**src/hdl/swsfd_pkg.sv**
```systemverilog
// ============================================================================
// swsfd_pkg - shared definitions for the single-wire sensor frame decoder
// Event classes, phase and status codes, and configuration register layout.
// ============================================================================
package swsfd_pkg;

    // Configuration port layout.
    localparam int NUM_CFG   = 8;
    localparam int CFG_IDX_W = 3;
    localparam int CFG_W     = 16;

    // Register indexes.
    localparam logic [CFG_IDX_W-1:0] CFG_TIMEOUT_LIMIT  = 3'd0;
    localparam logic [CFG_IDX_W-1:0] CFG_RESP_IGNORE    = 3'd1;
    localparam logic [CFG_IDX_W-1:0] CFG_RESP_WIN_LOW   = 3'd2;
    localparam logic [CFG_IDX_W-1:0] CFG_RESP_WIN_HIGH  = 3'd3;
    localparam logic [CFG_IDX_W-1:0] CFG_GLITCH_BELOW   = 3'd4;
    localparam logic [CFG_IDX_W-1:0] CFG_DATA_WIN_LOW   = 3'd5;
    localparam logic [CFG_IDX_W-1:0] CFG_DATA_WIN_HIGH  = 3'd6;
    localparam logic [CFG_IDX_W-1:0] CFG_ONE_BIT_ABOVE  = 3'd7;

    // Register reset values, in index order.
    localparam logic [CFG_W-1:0] CFG_RESET [NUM_CFG] = '{
        16'd6000, 16'd25, 16'd125, 16'd190, 16'd10, 16'd60, 16'd155, 16'd90
    };

    // Depth of the queue between front and back.
    localparam int QUEUE_DEPTH = 2;

    // Event classes produced by the front.
    localparam logic OP_START = 1'b0;
    localparam logic OP_EDGE  = 1'b1;

    // Frame phases.
    localparam logic [1:0] PH_STOPPED  = 2'd0;
    localparam logic [1:0] PH_RESPONSE = 2'd1;
    localparam logic [1:0] PH_DATA     = 2'd2;
    localparam logic [1:0] PH_ACQUIRED = 2'd3;

    // Status codes.
    localparam logic [2:0] ST_NOT_STARTED = 3'd0;
    localparam logic [2:0] ST_OK          = 3'd1;
    localparam logic [2:0] ST_TIMEOUT     = 3'd2;
    localparam logic [2:0] ST_RESPONSE    = 3'd3;
    localparam logic [2:0] ST_GLITCH      = 3'd4;
    localparam logic [2:0] ST_DATA        = 3'd5;
    localparam logic [2:0] ST_CHECKSUM    = 3'd6;

    // Head of the queue as seen by the back.
    typedef struct packed {
        logic        valid;
        logic        op;
        logic [31:0] time_us;
    } q_head_t;

endpackage

```
**src/hdl/swsfd_in_if.sv**
```systemverilog
// ============================================================================
// swsfd_in_if - event channel
// Carries one timestamped event item with a valid/ready handshake.
// ============================================================================
interface swsfd_in_if;
    logic        valid;
    logic        ready;
    logic        req_type;
    logic [31:0] time_us;

    modport source (output valid, output req_type, output time_us, input ready);
    modport sink   (input valid, input req_type, input time_us, output ready);
endinterface

```
**src/hdl/swsfd_out_if.sv**
```systemverilog
// ============================================================================
// swsfd_out_if - result channel
// Carries one decoder result item with a valid/ready handshake.
// ============================================================================
interface swsfd_out_if;
    logic       valid;
    logic       ready;
    logic       start_accepted;
    logic       busy_res;
    logic [2:0] status_code;
    logic [7:0] humidity;
    logic [7:0] temperature;

    modport source (output valid, output start_accepted, output busy_res,
                    output status_code, output humidity, output temperature,
                    input ready);
    modport sink   (input valid, input start_accepted, input busy_res,
                    input status_code, input humidity, input temperature,
                    output ready);
endinterface

```
**src/hdl/swsfd_front.sv**
```systemverilog
// ============================================================================
// swsfd_front - event intake and queue
// Accepts event items, classifies them and holds them in a small FIFO.
// ============================================================================
module swsfd_front #(
    parameter int QUEUE_DEPTH = swsfd_pkg::QUEUE_DEPTH
) (
    input  logic                clk,
    input  logic                rst_n,
    swsfd_in_if.sink            events,
    output swsfd_pkg::q_head_t  head,
    input  logic                pop
);

    localparam int PTR_W = $clog2(QUEUE_DEPTH);
    localparam int CNT_W = $clog2(QUEUE_DEPTH + 1);

    logic              op_mem   [QUEUE_DEPTH];
    logic [31:0]       time_mem [QUEUE_DEPTH];
    logic [PTR_W-1:0]  wr_ptr_reg, wr_ptr_next;
    logic [PTR_W-1:0]  rd_ptr_reg, rd_ptr_next;
    logic [CNT_W-1:0]  count_reg, count_next;
    logic              push;
    logic              do_pop;
    logic              op_class;

    assign events.ready = (count_reg != CNT_W'(QUEUE_DEPTH));
    assign push         = events.valid && events.ready;
    assign do_pop       = pop && (count_reg != '0);
    assign op_class     = events.req_type ? swsfd_pkg::OP_EDGE : swsfd_pkg::OP_START;

    assign head.valid   = (count_reg != '0);
    assign head.op      = op_mem[rd_ptr_reg];
    assign head.time_us = time_mem[rd_ptr_reg];

    always_comb
    begin
        wr_ptr_next = wr_ptr_reg;
        rd_ptr_next = rd_ptr_reg;
        count_next  = count_reg;
        if (push)
        begin
            wr_ptr_next = (wr_ptr_reg == PTR_W'(QUEUE_DEPTH - 1)) ? '0 : wr_ptr_reg + 1'b1;
        end
        if (do_pop)
        begin
            rd_ptr_next = (rd_ptr_reg == PTR_W'(QUEUE_DEPTH - 1)) ? '0 : rd_ptr_reg + 1'b1;
        end
        if (push && !do_pop)
        begin
            count_next = count_reg + 1'b1;
        end
        else if (do_pop && !push)
        begin
            count_next = count_reg - 1'b1;
        end
    end

    always_ff @(posedge clk or negedge rst_n)
    begin
        if (!rst_n)
        begin
            wr_ptr_reg <= '0;
            rd_ptr_reg <= '0;
            count_reg  <= '0;
        end
        else
        begin
            wr_ptr_reg <= wr_ptr_next;
            rd_ptr_reg <= rd_ptr_next;
            count_reg  <= count_next;
        end
    end

    always_ff @(posedge clk)
    begin
        if (push)
        begin
            op_mem[wr_ptr_reg]   <= op_class;
            time_mem[wr_ptr_reg] <= events.time_us;
        end
    end

endmodule

```
**src/hdl/swsfd_back.sv**
```systemverilog
// ============================================================================
// swsfd_back - frame decoding engine
// Applies the timing rules to queued events and registers one result per event.
// ============================================================================
module swsfd_back (
    input  logic                                  clk,
    input  logic                                  rst_n,
    input  logic                                  cfg_we,
    input  logic [swsfd_pkg::CFG_IDX_W-1:0]       cfg_index,
    input  logic [swsfd_pkg::CFG_W-1:0]           cfg_data,
    input  swsfd_pkg::q_head_t                    head,
    output logic                                  pop,
    swsfd_out_if.source                           results
);

    logic [swsfd_pkg::CFG_W-1:0] cfg_reg [swsfd_pkg::NUM_CFG];

    logic [1:0]  phase_reg, phase_next;
    logic [7:0]  frame_reg [5];
    logic [7:0]  frame_next [5];
    logic [2:0]  bit_pos_reg, bit_pos_next;
    logic [2:0]  byte_idx_reg, byte_idx_next;
    logic [31:0] last_reg, last_next;
    logic [7:0]  hum_reg, hum_next;
    logic [7:0]  temp_reg, temp_next;
    logic [2:0]  status_reg, status_next;
    logic        accepted;

    logic [31:0] diff;
    logic [2:0]  bi;
    logic [7:0]  chk_sum;

    logic        out_valid_reg;
    logic        out_acc_reg;
    logic        out_busy_reg;
    logic [2:0]  out_status_reg;
    logic [7:0]  out_hum_reg;
    logic [7:0]  out_temp_reg;

    // The interval is a signed 32-bit value; thresholds are nonnegative.
    function automatic logic iv_gt(input logic [31:0] d, input logic [15:0] r);
        return !d[31] && (d[30:0] > {15'd0, r});
    endfunction

    function automatic logic iv_lt(input logic [31:0] d, input logic [15:0] r);
        return d[31] || (d[30:0] < {15'd0, r});
    endfunction

    assign pop  = head.valid && (!out_valid_reg || results.ready);
    assign diff = head.time_us - last_reg;
    assign bi   = (byte_idx_reg >= 3'd5) ? byte_idx_reg - 3'd5 : byte_idx_reg;

    always_comb
    begin
        phase_next    = phase_reg;
        frame_next    = frame_reg;
        bit_pos_next  = bit_pos_reg;
        byte_idx_next = byte_idx_reg;
        last_next     = last_reg;
        hum_next      = hum_reg;
        temp_next     = temp_reg;
        status_next   = status_reg;
        accepted      = 1'b0;
        chk_sum       = 8'd0;
        if (pop)
        begin
            if (head.op == swsfd_pkg::OP_START)
            begin
                if (phase_reg == swsfd_pkg::PH_STOPPED || phase_reg == swsfd_pkg::PH_ACQUIRED)
                begin
                    accepted      = 1'b1;
                    phase_next    = swsfd_pkg::PH_RESPONSE;
                    frame_next    = '{default: 8'd0};
                    bit_pos_next  = 3'd7;
                    byte_idx_next = 3'd0;
                    hum_next      = 8'd0;
                    temp_next     = 8'd0;
                    last_next     = head.time_us;
                end
            end
            else
            begin
                unique case (phase_reg)
                    swsfd_pkg::PH_RESPONSE:
                    begin
                        last_next = head.time_us;
                        if (iv_gt(diff, cfg_reg[swsfd_pkg::CFG_TIMEOUT_LIMIT]))
                        begin
                            status_next = swsfd_pkg::ST_TIMEOUT;
                            phase_next  = swsfd_pkg::PH_STOPPED;
                        end
                        else if (iv_lt(diff, cfg_reg[swsfd_pkg::CFG_RESP_IGNORE]))
                        begin
                            last_next = last_reg;
                        end
                        else if (iv_gt(diff, cfg_reg[swsfd_pkg::CFG_RESP_WIN_LOW]) &&
                                 iv_lt(diff, cfg_reg[swsfd_pkg::CFG_RESP_WIN_HIGH]))
                        begin
                            phase_next = swsfd_pkg::PH_DATA;
                        end
                        else
                        begin
                            status_next = swsfd_pkg::ST_RESPONSE;
                            phase_next  = swsfd_pkg::PH_STOPPED;
                        end
                    end
                    swsfd_pkg::PH_DATA:
                    begin
                        last_next = head.time_us;
                        if (iv_gt(diff, cfg_reg[swsfd_pkg::CFG_TIMEOUT_LIMIT]))
                        begin
                            status_next = swsfd_pkg::ST_TIMEOUT;
                            phase_next  = swsfd_pkg::PH_STOPPED;
                        end
                        else if (iv_lt(diff, cfg_reg[swsfd_pkg::CFG_GLITCH_BELOW]))
                        begin
                            status_next = swsfd_pkg::ST_GLITCH;
                            phase_next  = swsfd_pkg::PH_STOPPED;
                        end
                        else if (iv_gt(diff, cfg_reg[swsfd_pkg::CFG_DATA_WIN_LOW]) &&
                                 iv_lt(diff, cfg_reg[swsfd_pkg::CFG_DATA_WIN_HIGH]))
                        begin
                            if (iv_gt(diff, cfg_reg[swsfd_pkg::CFG_ONE_BIT_ABOVE]))
                            begin
                                frame_next[bi][bit_pos_reg] = 1'b1;
                            end
                            if (bit_pos_reg == 3'd0)
                            begin
                                bit_pos_next = 3'd7;
                                if (byte_idx_reg >= 3'd4)
                                begin
                                    // Last bit of the frame: publish and verify.
                                    byte_idx_next = 3'd5;
                                    hum_next      = frame_next[0];
                                    temp_next     = frame_next[2];
                                    chk_sum       = frame_next[0] + frame_next[2];
                                    if (frame_next[4] != chk_sum)
                                    begin
                                        status_next = swsfd_pkg::ST_CHECKSUM;
                                        phase_next  = swsfd_pkg::PH_STOPPED;
                                    end
                                    else
                                    begin
                                        status_next = swsfd_pkg::ST_OK;
                                        phase_next  = swsfd_pkg::PH_ACQUIRED;
                                    end
                                end
                                else
                                begin
                                    byte_idx_next = byte_idx_reg + 3'd1;
                                end
                            end
                            else
                            begin
                                bit_pos_next = bit_pos_reg - 3'd1;
                            end
                        end
                        else
                        begin
                            status_next = swsfd_pkg::ST_DATA;
                            phase_next  = swsfd_pkg::PH_STOPPED;
                        end
                    end
                    default:
                    begin
                        // Edges outside a frame are dropped.
                    end
                endcase
            end
        end
    end

    always_ff @(posedge clk or negedge rst_n)
    begin
        if (!rst_n)
        begin
            for (int i = 0; i < swsfd_pkg::NUM_CFG; i++)
            begin
                cfg_reg[i] <= swsfd_pkg::CFG_RESET[i];
            end
            phase_reg    <= swsfd_pkg::PH_STOPPED;
            for (int i = 0; i < 5; i++)
            begin
                frame_reg[i] <= 8'd0;
            end
            bit_pos_reg   <= 3'd7;
            byte_idx_reg  <= 3'd0;
            last_reg      <= 32'd0;
            hum_reg       <= 8'd0;
            temp_reg      <= 8'd0;
            status_reg    <= swsfd_pkg::ST_NOT_STARTED;
            out_valid_reg <= 1'b0;
        end
        else
        begin
            if (cfg_we)
            begin
                cfg_reg[cfg_index] <= cfg_data;
            end
            phase_reg    <= phase_next;
            frame_reg    <= frame_next;
            bit_pos_reg  <= bit_pos_next;
            byte_idx_reg <= byte_idx_next;
            last_reg     <= last_next;
            hum_reg      <= hum_next;
            temp_reg     <= temp_next;
            status_reg   <= status_next;
            if (pop)
            begin
                out_valid_reg <= 1'b1;
            end
            else if (results.ready)
            begin
                out_valid_reg <= 1'b0;
            end
        end
    end

    always_ff @(posedge clk)
    begin
        if (pop)
        begin
            out_acc_reg    <= accepted;
            out_busy_reg   <= (phase_next == swsfd_pkg::PH_RESPONSE) ||
                              (phase_next == swsfd_pkg::PH_DATA);
            out_status_reg <= status_next;
            out_hum_reg    <= hum_next;
            out_temp_reg   <= temp_next;
        end
    end

    assign results.valid          = out_valid_reg;
    assign results.start_accepted = out_acc_reg;
    assign results.busy_res       = out_busy_reg;
    assign results.status_code    = out_status_reg;
    assign results.humidity       = out_hum_reg;
    assign results.temperature    = out_temp_reg;

endmodule

```
**src/hdl/single_wire_sensor_frame_decoder.sv**
```systemverilog
// ============================================================================
// single_wire_sensor_frame_decoder - single-wire sensor frame decoder top level
// Turns start requests and timestamped line edges into frame status results.
// ============================================================================
//
//  Channel   Direction  Handshake      Payload
//  events    in         valid/ready    req_type, time_us
//  results   out        valid/ready    start_accepted, busy_res, status_code,
//                                      humidity, temperature
//  cfg       in         cfg_we only    cfg_index, cfg_data
//
// One item is accepted per cycle while the front queue has room, and each item
// yields exactly one result item. An item is written into the front queue and
// waits at its head until the engine's output register is free or being taken;
// the engine then pops it, evaluates it in a single subtract-and-compare step
// and its output register captures the result. The queue holds QUEUE_DEPTH
// items, so events keeps accepting while a result waits; it deasserts ready
// only when the queue is full behind a stalled results channel. Reset is
// asynchronous and active low; it returns the queue pointers, the frame state,
// the timing registers and the result valid flag to their reset values at once.
//
// The front classifies each item as a start request or a line edge and queues
// it. The back owns the frame state: it measures the signed interval since the
// last reference edge, walks the response and data timing rules, shifts data
// bits in most significant bit first, and checks the checksum at the end of
// the fortieth bit. Configuration registers live in the back and may be
// written whenever the block is idle.
//
module single_wire_sensor_frame_decoder #(
    parameter int QUEUE_DEPTH = swsfd_pkg::QUEUE_DEPTH  // supported range 2 to 16
) (
    input  logic                              clk,
    input  logic                              rst_n,
    swsfd_in_if.sink                          events,
    swsfd_out_if.source                       results,
    input  logic                              cfg_we,
    input  logic [swsfd_pkg::CFG_IDX_W-1:0]   cfg_index,
    input  logic [swsfd_pkg::CFG_W-1:0]       cfg_data
);

    // Head of the queue and the pop strobe from the back.
    swsfd_pkg::q_head_t head;
    logic               pop;

    swsfd_front #(
        .QUEUE_DEPTH (QUEUE_DEPTH)
    ) u_front (
        .clk    (clk),
        .rst_n  (rst_n),
        .events (events),
        .head   (head),
        .pop    (pop)
    );

    swsfd_back u_back (
        .clk       (clk),
        .rst_n     (rst_n),
        .cfg_we    (cfg_we),
        .cfg_index (cfg_index),
        .cfg_data  (cfg_data),
        .head      (head),
        .pop       (pop),
        .results   (results)
    );

`ifndef SYNTHESIS
    // An item taken from the queue must show up as a result in the next cycle.
    a_pop_gives_result: assert property (@(posedge clk) disable iff (!rst_n)
        pop |=> results.valid)
        else $error("queued item did not produce a result");

    // The engine pops only what the queue actually holds.
    a_pop_needs_head: assert property (@(posedge clk) disable iff (!rst_n)
        pop |-> head.valid)
        else $error("pop with empty queue");

    // An accepted start always leaves the decoder busy.
    a_start_busy: assert property (@(posedge clk) disable iff (!rst_n)
        (results.valid && results.start_accepted) |-> results.busy_res)
        else $error("accepted start without busy");

    // While a frame is in progress the published bytes stay cleared.
    a_busy_bytes_zero: assert property (@(posedge clk) disable iff (!rst_n)
        (results.valid && results.busy_res) |->
            (results.humidity == 8'd0 && results.temperature == 8'd0))
        else $error("frame bytes published during a frame");
`endif

endmodule

```
**src/flat_wrapper.sv**
```systemverilog
// flat-port wrapper written by rule: the top's interface ports become plain ports
module single_wire_sensor_frame_decoder_flat 
#(
    parameter int QUEUE_DEPTH = swsfd_pkg::QUEUE_DEPTH                            
)
  (clk, rst_n, cfg_we, cfg_index, cfg_data, events_valid, events_req_type, events_time_us, events_ready, results_valid, results_start_accepted, results_busy_res, results_status_code, results_humidity, results_temperature, results_ready);
  swsfd_in_if events_i ();
  swsfd_out_if results_i ();
  input  logic clk;
  input  logic rst_n;
  input  logic cfg_we;
  input  logic [swsfd_pkg::CFG_IDX_W-1:0] cfg_index;
  input  logic [swsfd_pkg::CFG_W-1:0] cfg_data;
  input wire logic [$bits(events_i.valid)-1:0] events_valid;
  input wire logic [$bits(events_i.req_type)-1:0] events_req_type;
  input wire logic [$bits(events_i.time_us)-1:0] events_time_us;
  output wire logic [$bits(events_i.ready)-1:0] events_ready;
  output wire logic [$bits(results_i.valid)-1:0] results_valid;
  output wire logic [$bits(results_i.start_accepted)-1:0] results_start_accepted;
  output wire logic [$bits(results_i.busy_res)-1:0] results_busy_res;
  output wire logic [$bits(results_i.status_code)-1:0] results_status_code;
  output wire logic [$bits(results_i.humidity)-1:0] results_humidity;
  output wire logic [$bits(results_i.temperature)-1:0] results_temperature;
  input wire logic [$bits(results_i.ready)-1:0] results_ready;
  assign events_i.valid = events_valid;
  assign events_i.req_type = events_req_type;
  assign events_i.time_us = events_time_us;
  assign events_ready = events_i.ready;
  assign results_valid = results_i.valid;
  assign results_start_accepted = results_i.start_accepted;
  assign results_busy_res = results_i.busy_res;
  assign results_status_code = results_i.status_code;
  assign results_humidity = results_i.humidity;
  assign results_temperature = results_i.temperature;
  assign results_i.ready = results_ready;
  single_wire_sensor_frame_decoder #(.QUEUE_DEPTH(QUEUE_DEPTH)) u_core (.clk(clk), .rst_n(rst_n), .events(events_i), .results(results_i), .cfg_we(cfg_we), .cfg_index(cfg_index), .cfg_data(cfg_data));
endmodule
```
**config.mk**
```make
export PLATFORM = sky130hd
export DESIGN_NAME = single_wire_sensor_frame_decoder_flat
export DESIGN_NICKNAME = d
export VERILOG_FILES = /design/src/hdl/swsfd_pkg.sv /design/src/hdl/swsfd_in_if.sv /design/src/hdl/swsfd_out_if.sv /design/src/hdl/swsfd_front.sv /design/src/hdl/swsfd_back.sv /design/src/hdl/single_wire_sensor_frame_decoder.sv /design/src/flat_wrapper.sv
export SDC_FILE = /design/constraint.sdc
export NUM_CORES = 1
export LEC_CHECK = 0
export BUFFER_PORTS_ARGS = -buffer_cell sky130_fd_sc_hd__buf_2
export CAP_MARGIN = 10
export CORE_MARGIN = 2
export CORE_UTILIZATION = 63
export DETAILED_ROUTE_END_ITERATION = 10
export PLACE_DENSITY = 0.81
export SYNTH_ARGS = -nofsm -noshare
export SYNTH_HDL_FRONTEND = slang
export SYNTH_SLANG_ARGS = --single-unit
```
**constraint.sdc**
```tcl
create_clock -name clk -period 10 [get_ports clk]
set_input_delay 2 -clock clk [delete_from_list [all_inputs] [get_ports clk]]
set_output_delay 2 -clock clk [all_outputs]
set_load 0.005 [all_outputs]
```
# Word level (Yosys, flattened, before mapping)
# Memory sizes are Yosys's and may differ from the RTL's.
# Index checks and enable logic that the tools add are counted.
dict set report op_classes {
  add_sub_neg 9
  n_mux 94
  n_lt_le_gt_ge 16
  bitwise 3
  eq_ne 15
  n_reduce_logical 35
}
# cell n
set ops {}
lappend ops {{$mux 40} 13}
lappend ops {{$mux 8} 19}
lappend ops {{$bwmux 128} 1}
lappend ops {{$mux 32} 4}
lappend ops {{$gt 31x16->1} 4}
lappend ops {{$lt 31x16->1} 4}
lappend ops {{$mux 3} 27}
lappend ops {{$pmux 32 s2} 1}
lappend ops {{$demux 16 s3} 1}
lappend ops {{$or 40x40->40} 1}
lappend ops {{$sub 32x32->32} 1}
lappend ops {{$mux 2} 14}
lappend ops {{$demux 8 s3} 1}
lappend ops {{$mux 16} 1}
lappend ops {{$logic_and 1x1->1} 14}
lappend ops {{$reduce_and 7->1} 2}
lappend ops {{$mux 1} 9}
lappend ops {{$add 8x8->8} 1}
lappend ops {{$ge 4x4->1 const B} 2}
lappend ops {{$lt 4x1->1 const B} 2}
lappend ops {{$ne 8x8->1} 1}
lappend ops {{$not 3->4} 2}
lappend ops {{$reduce_bool 2->1} 4}
lappend ops {{$logic_or 1x1->1} 7}
lappend ops {{other kinds (24)} 36}
dict set report word_totals {
  ramBits 66
  wordCells 203
  regBits 253
  memories 2
}
# memory depth word_bits rd rd_ports_with_merged_regs write_ports line
set mem_list {}
lappend mem_list {u_core.u_front.time_mem 2 32 1 0 1 swsfd_front.sv:19} ;# logic [31:0] time_mem [QUEUE_DEPTH];
lappend mem_list {u_core.u_front.op_mem 2 1 1 0 1 swsfd_front.sv:18} ;# logic op_mem [QUEUE_DEPTH];

# Logic depth before layout (Yosys ltp)
dict set report depth {
  depth_word 28
  mapped_depth 34
  depth_no_buf 31
}

# Hierarchy
# Synthesis repeated with hierarchy kept, for this count alone.
dict set report unflattened {
  hier_cells 1714
  area_unflattened_um2 17815.8
}
# mod cells_each area_each_um2 seq_area_each_um2 n_inst
set by_module_without_submodules {}
lappend by_module_without_submodules {swsfd_back 1593 15088.2 5985.7 1}
lappend by_module_without_submodules {swsfd_front 121 2727.6 2082.0 1}

# Least setup slack after synthesis
# No wires, ideal clock.
dict set report synth_path {
  path_type {register to register}
  from {register u_core.u_front.rd_ptr_reg}
  to {register u_core.u_back.out_busy_reg (netlist: u_core.u_back.results.busy_res) (data pin)}
  setup_slack_ps 2787
  arrival_time_ps 6948
  path_stages_with_launch 32
  cell_sequence {dfrtp_1 -> clkbuf_1 -> buf_1 -> mux2_2 -> ha_1 -> a21o_1 -> a31o_1 -> o211ai_1 -> nand2b_1 -> xor2_1 -> ha_1 -> and4_1 -> and2_1 -> nand4_1 -> mux2i_1 -> a21oi_1 -> nor3_4 -> buf_6 -> nor3_1 -> a21oi_1 -> inv_1 -> ha_1 -> a21oi_1 -> a21oi_1 -> o21ai_0 -> o32a_1 -> o311ai_4 -> mux2i_1 -> o21a_1 -> nand4b_1 -> a31oi_2 -> mux2i_1}
}
# element line
set synth_rtl {}
lappend synth_rtl {{from (decl)} swsfd_front.sv:21} ;# logic [PTR_W-1:0] rd_ptr_reg, rd_ptr_next;
lappend synth_rtl {{from (signal assigned)} swsfd_front.sv:70} ;# rd_ptr_reg <= rd_ptr_next;
lappend synth_rtl {{to (signal assigned)} swsfd_back.sv:224} ;# out_busy_reg <= (phase_next == swsfd_pkg::PH_RESPONSE) ||
lappend synth_rtl {{to (decl)} swsfd_back.sv:35} ;# logic out_busy_reg;

==> results by stage <==
STA:
- The total of endpoints with negative setup slack in the final report is 0.
- For the pin with the worst max-slew slack, the measured transition is ~1.2 ns.
- Of the available clock period, the critical path in the final layout requires approximately 86%.
- The time the final worst path needs with I/O delays and setup is roughly 8.6 ns.
- The sum of negative setup slack is 0 ns.
- The final setup skew is 0.0121 ns.
- For this run, the top clock speed supported by timing is between 100 and 150 MHz.
- The number of failing hold endpoints at the final stage came to 0.
- The worst max-slew margin expressed relative to the limit is between 20% and 30%.
- The number of max-slew violations in the final report is 0.
- Setup repair after global routing left no endpoint under its margin.

Critical path:
- For the worst setup path, the data arrival time is 8.82 ns.
- The flop-to-flop setup slack is ~1.4 ns.
- The category of the critical setup timing path is flop to flop.
- The launch point of the worst reg-to-reg path is u_core.u_front.rd_ptr_reg$_DFFE_PN0P_.
- The worst setup path is captured at a flop.
- The delay contributed by the slowest stage of the critical path is 0.70 ns.
- Among the stages of the critical path, the cell type that occurs most often is a21oi_1.
- The worst reg2reg path endpoint is u_core.u_back.results.busy_res$_DFFE_PP_.
- Of all nets on the critical path, the largest fanout is 24.
- The critical path launch point type is a flop.
- The library cell contributing the largest single delay on the critical path is nor3_4.
- The worst register-to-register path has a depth of 29.
- For the worst setup path, the data required time is roughly 10 ns.

Synthesis:
- In this run the cell area of the synthesized design comes to roughly 18000 um^2.
- The async set or reset register ratio after synthesis is roughly 71%.
- The synthesized area per cell is about 10 um^2.
- The synthesized flop and latch total is just over 300.
- The number of enable flip-flop cells after synthesis is 87.
- The flip-flop cell with the highest count after synthesis is dfrtp_1.
- The number of nets in the synthesized netlist is 1926.
- The gate count after technology mapping is 1697.
- The sequential cell area fraction in the yosys report is 45.5%.
- The distinct cell type count of the synthesized netlist is 92.
- The number of warnings reported in the yosys synthesis log is 0.

Global routing:
- In the global route stage, met2 resource usage came out at 46.3%.
- The number of global-route vias before repair is ~13k.
- The first global-routing pass estimated roughly 66000 um of wire.
- The largest net degree at the start of global routing is 76.
- Global routing used 39.1% of the available met1 tracks.
- The global-route usage over all layers is about 28%.
- The total overflow left after global routing is 0.
- The global-route met3 utilization is 3.64%.
- The number of antenna violations at the first check in global routing is 0.
- The most used routing layer in global routing is met2.

Clock network:
- The number of buffers between clock root and the deepest sink is 3.
- The number of CTS-inserted buffers is 34.
- At the later pin of the worst-skew pair, clock insertion delay measures around 0.52 ns.
- The clock tree from TritonCTS is done.
- Counting every sink on the clock net gives slightly above 300.
- The clock root buffer is clkbuf_16.
- Gates resized during post-CTS repair numbered 0.
- Post-CTS timing repair inserted 0 buffers for setup.
- The clock tree synthesis step divided the H-tree into 2 levels.
- The hold buffer count at cts is 0.
- The clock transition at the registers of the reported paths is around 0.070 ns.

Layout:
- The antenna diode count is 0.
- Counting the fill cells in the layout gives around 2.1k.
- Compared with the post-synthesis result, the final layout area differs by 11.5%.
- The flip-flop count of the largest register after layout is roughly 130.
- The footprint of the multi-input gates is 8750 um^2.
- Summing all flip-flop and latch instances after layout gives between 8000 and 9000 um^2.
- The net count of the finished layout is 2023.
- The fraction of final layout cells with drive strength greater than 1 is slightly above 20%.

Worst hold path:
- The startpoint of the most critical hold path is u_core.u_back.frame_reg[1]$_DFFE_PN0P_.
- The class of the worst hold path is flop to flop.
- The worst hold path passes through 2 cells.
- The worst hold path terminates at u_core.u_back.frame_reg[1]$_DFFE_PN0P_.

Die:
- The region available for standard cell placement spans 27800 um^2.
- The die extent in y is roughly 170 um.
- Once the floorplan was initialized, standard cells occupied 63.8% of the core.
- The die outline area is 29500 um^2.
- In this run the count of I/O pins placed on the die edge is 80.
- The number of rows in the core area is between 60 and 70.
- The floorplan step set the die width to between 150 and 200 um.

Run status:
- The run finished with clean final reports.

Route:
- Dividing the detail-routed wire length by the instance count gives between 15 and 20 um.
- The number of DRC violations after detailed routing is 0.
- The length of the first detailed-routing pass in iterations is 5.
- The post-detailed-routing wire length is slightly above 40000 um.
- The count of nets left with antenna violations after detail routing is 0.
- The total number of vias is between 10k and 15k.
- The number of vias per cell after detailed routing is 5.99.
- After the first detailed-routing iteration, the DRC count stood at ~1.1k.

Placed design:
- The wire-length estimate of the detail-placed layout is about 30000 um.
- The global placement routability congestion is between 0.8 and 0.9.
- During placement, the flow inserted port buffers numbering a little under 80.

Run:
- The number of maximum-capacitance violations is 0.
cell type report:
cell class	count	share of cell area (%)
multi-input cells	1150	44.3
flip-flops and latches	303	40.8
clock buffers	42	4.83
inverters	195	3.70
repair buffers	110	3.22
well taps	378	2.39
clock inverters	20	0.797
cell usage in the layout (no fill, tap or decap), drive strengths merged, types with 11 or more instances in the layout:
cell type  count
and3          14
a21oi        106
mux2i         11
nor3          31
nand3         36
dfrtp        176
xor2          12
xnor2         24
o31ai         11
o211ai        12
inv          196
nand4         23
clkbuf        43
o21a          34
buf          109
nor2          75
clkinv        13
nor2b         23
a21o          23
mux2         128
o21ai        128
nand2b        15
a211oi        12
dfstp         40
edfxtp        87
nand2        128
ha           171
critical path, delay by kind of cell (launching register included):
family | cells | cell delay [ns]
adder cells (fa/ha/maj) | 3 | 1.06
buffers and inverters | 2 | 0.49
flip-flops | 1 | 0.67
AND/OR/NAND/NOR | 8 | 2.09
XOR/XNOR | 1 | 0.68
AO/OA/AOI/OAI | 13 | 2.76
multiplexers | 2 | 0.51
synth_stat cells, types with 5 or more instances:
master    count  area [um^2]
clkbuf_1     36          135
and3_1       14         87.6
mux2i_1      11          110
xnor2_1      24          210
mux2_2      128         1440
nand3_1      35          175
dfstp_2      40         1050
buf_2         9         45.0
o211ai_1     12         90.1
nor3_1       27          135
nor4_1        5         31.3
and2_1        6         37.5
or3_1         9         56.3
o21a_1       34          255
xor2_1       12          105
o21ai_1      14         70.1
nand4b_1      5         43.8
o21ai_0     113          566
nand2b_1     15         93.8
o31a_1        5         43.8
a21boi_0      6         45.0
nor2_1       74          278
nand4_1      21          131
ha_1        171         2140
edfxtp_1     87         2610
a21oi_1     103          515
a31oi_1       9         56.3
o31ai_1       7         52.6
o21bai_1      7         52.6
inv_1       194          728
nor2b_1      22          138
a21o_1       23          173
a211oi_1     12         90.1
nand2_1     128          480
dfrtp_1     176         4400
per-layer routing:
| metal | vias to the layer above | share of wire [%] |
|---|---|---|
| li1 | 6266 | - |
| met1 | 6392 | 46 |
| met2 | 407 | 46 |
| met3 | 93 | 5.3 |
| met4 | 0 | 2.6 |
| met5 | - | 0 |
worst max-delay path by stage:
stage,to,start,cells past startpoint
after global placement,u_core.u_back.results.busy_res$_DFFE_PP_,u_core.u_front.rd_ptr_reg$_DFFE_PN0P_,29
after floorplan,u_core.u_back.results.busy_res$_DFFE_PP_,u_core.u_front.rd_ptr_reg$_DFFE_PN0P_,31
final,u_core.u_back.results.busy_res$_DFFE_PP_,u_core.u_front.rd_ptr_reg$_DFFE_PN0P_,29
after CTS,u_core.u_back.results.busy_res$_DFFE_PP_,u_core.u_front.rd_ptr_reg$_DFFE_PN0P_,29
after global routing,u_core.u_back.results.busy_res$_DFFE_PP_,u_core.u_front.rd_ptr_reg$_DFFE_PN0P_,29
after detailed placement,u_core.u_back.results.busy_res$_DFFE_PP_,u_core.u_front.rd_ptr_reg$_DFFE_PN0P_,29
stage by stage:
stage	instances	hold slack, ns	instance area (um^2)	setup WS [ns]	utilization [%]
final	2198	0.501	19800	1.43	71.2
after global routing	2198	0.517	19800	0.849	71.2
after CTS	2198	0.505	19800	1.54	71.2
after detailed placement	2136	0.484	18700	1.60	67.2
after global placement	2136	0.475	18700	1.92	67.2
after floorplan	1697	0.451	17700	2.79	-
cell families (layout without fill, tap and decap cells):
family	after synthesis	after routing	share of synthesized area (%)
adders and majority gates	172	172	12.2
xor gates and xnor gates	37	37	1.90
DFF	303	303	45.5
AOI/OAI and AO/OA	411	411	15.2
and+or+nand+nor	391	391	11.2
muxes	139	139	8.75
buffers and inverters	244	367	5.31
Power is left out: the tool's default activity adds up to more than one toggle a clock period on the data nets, which glitch-free logic cannot reach.
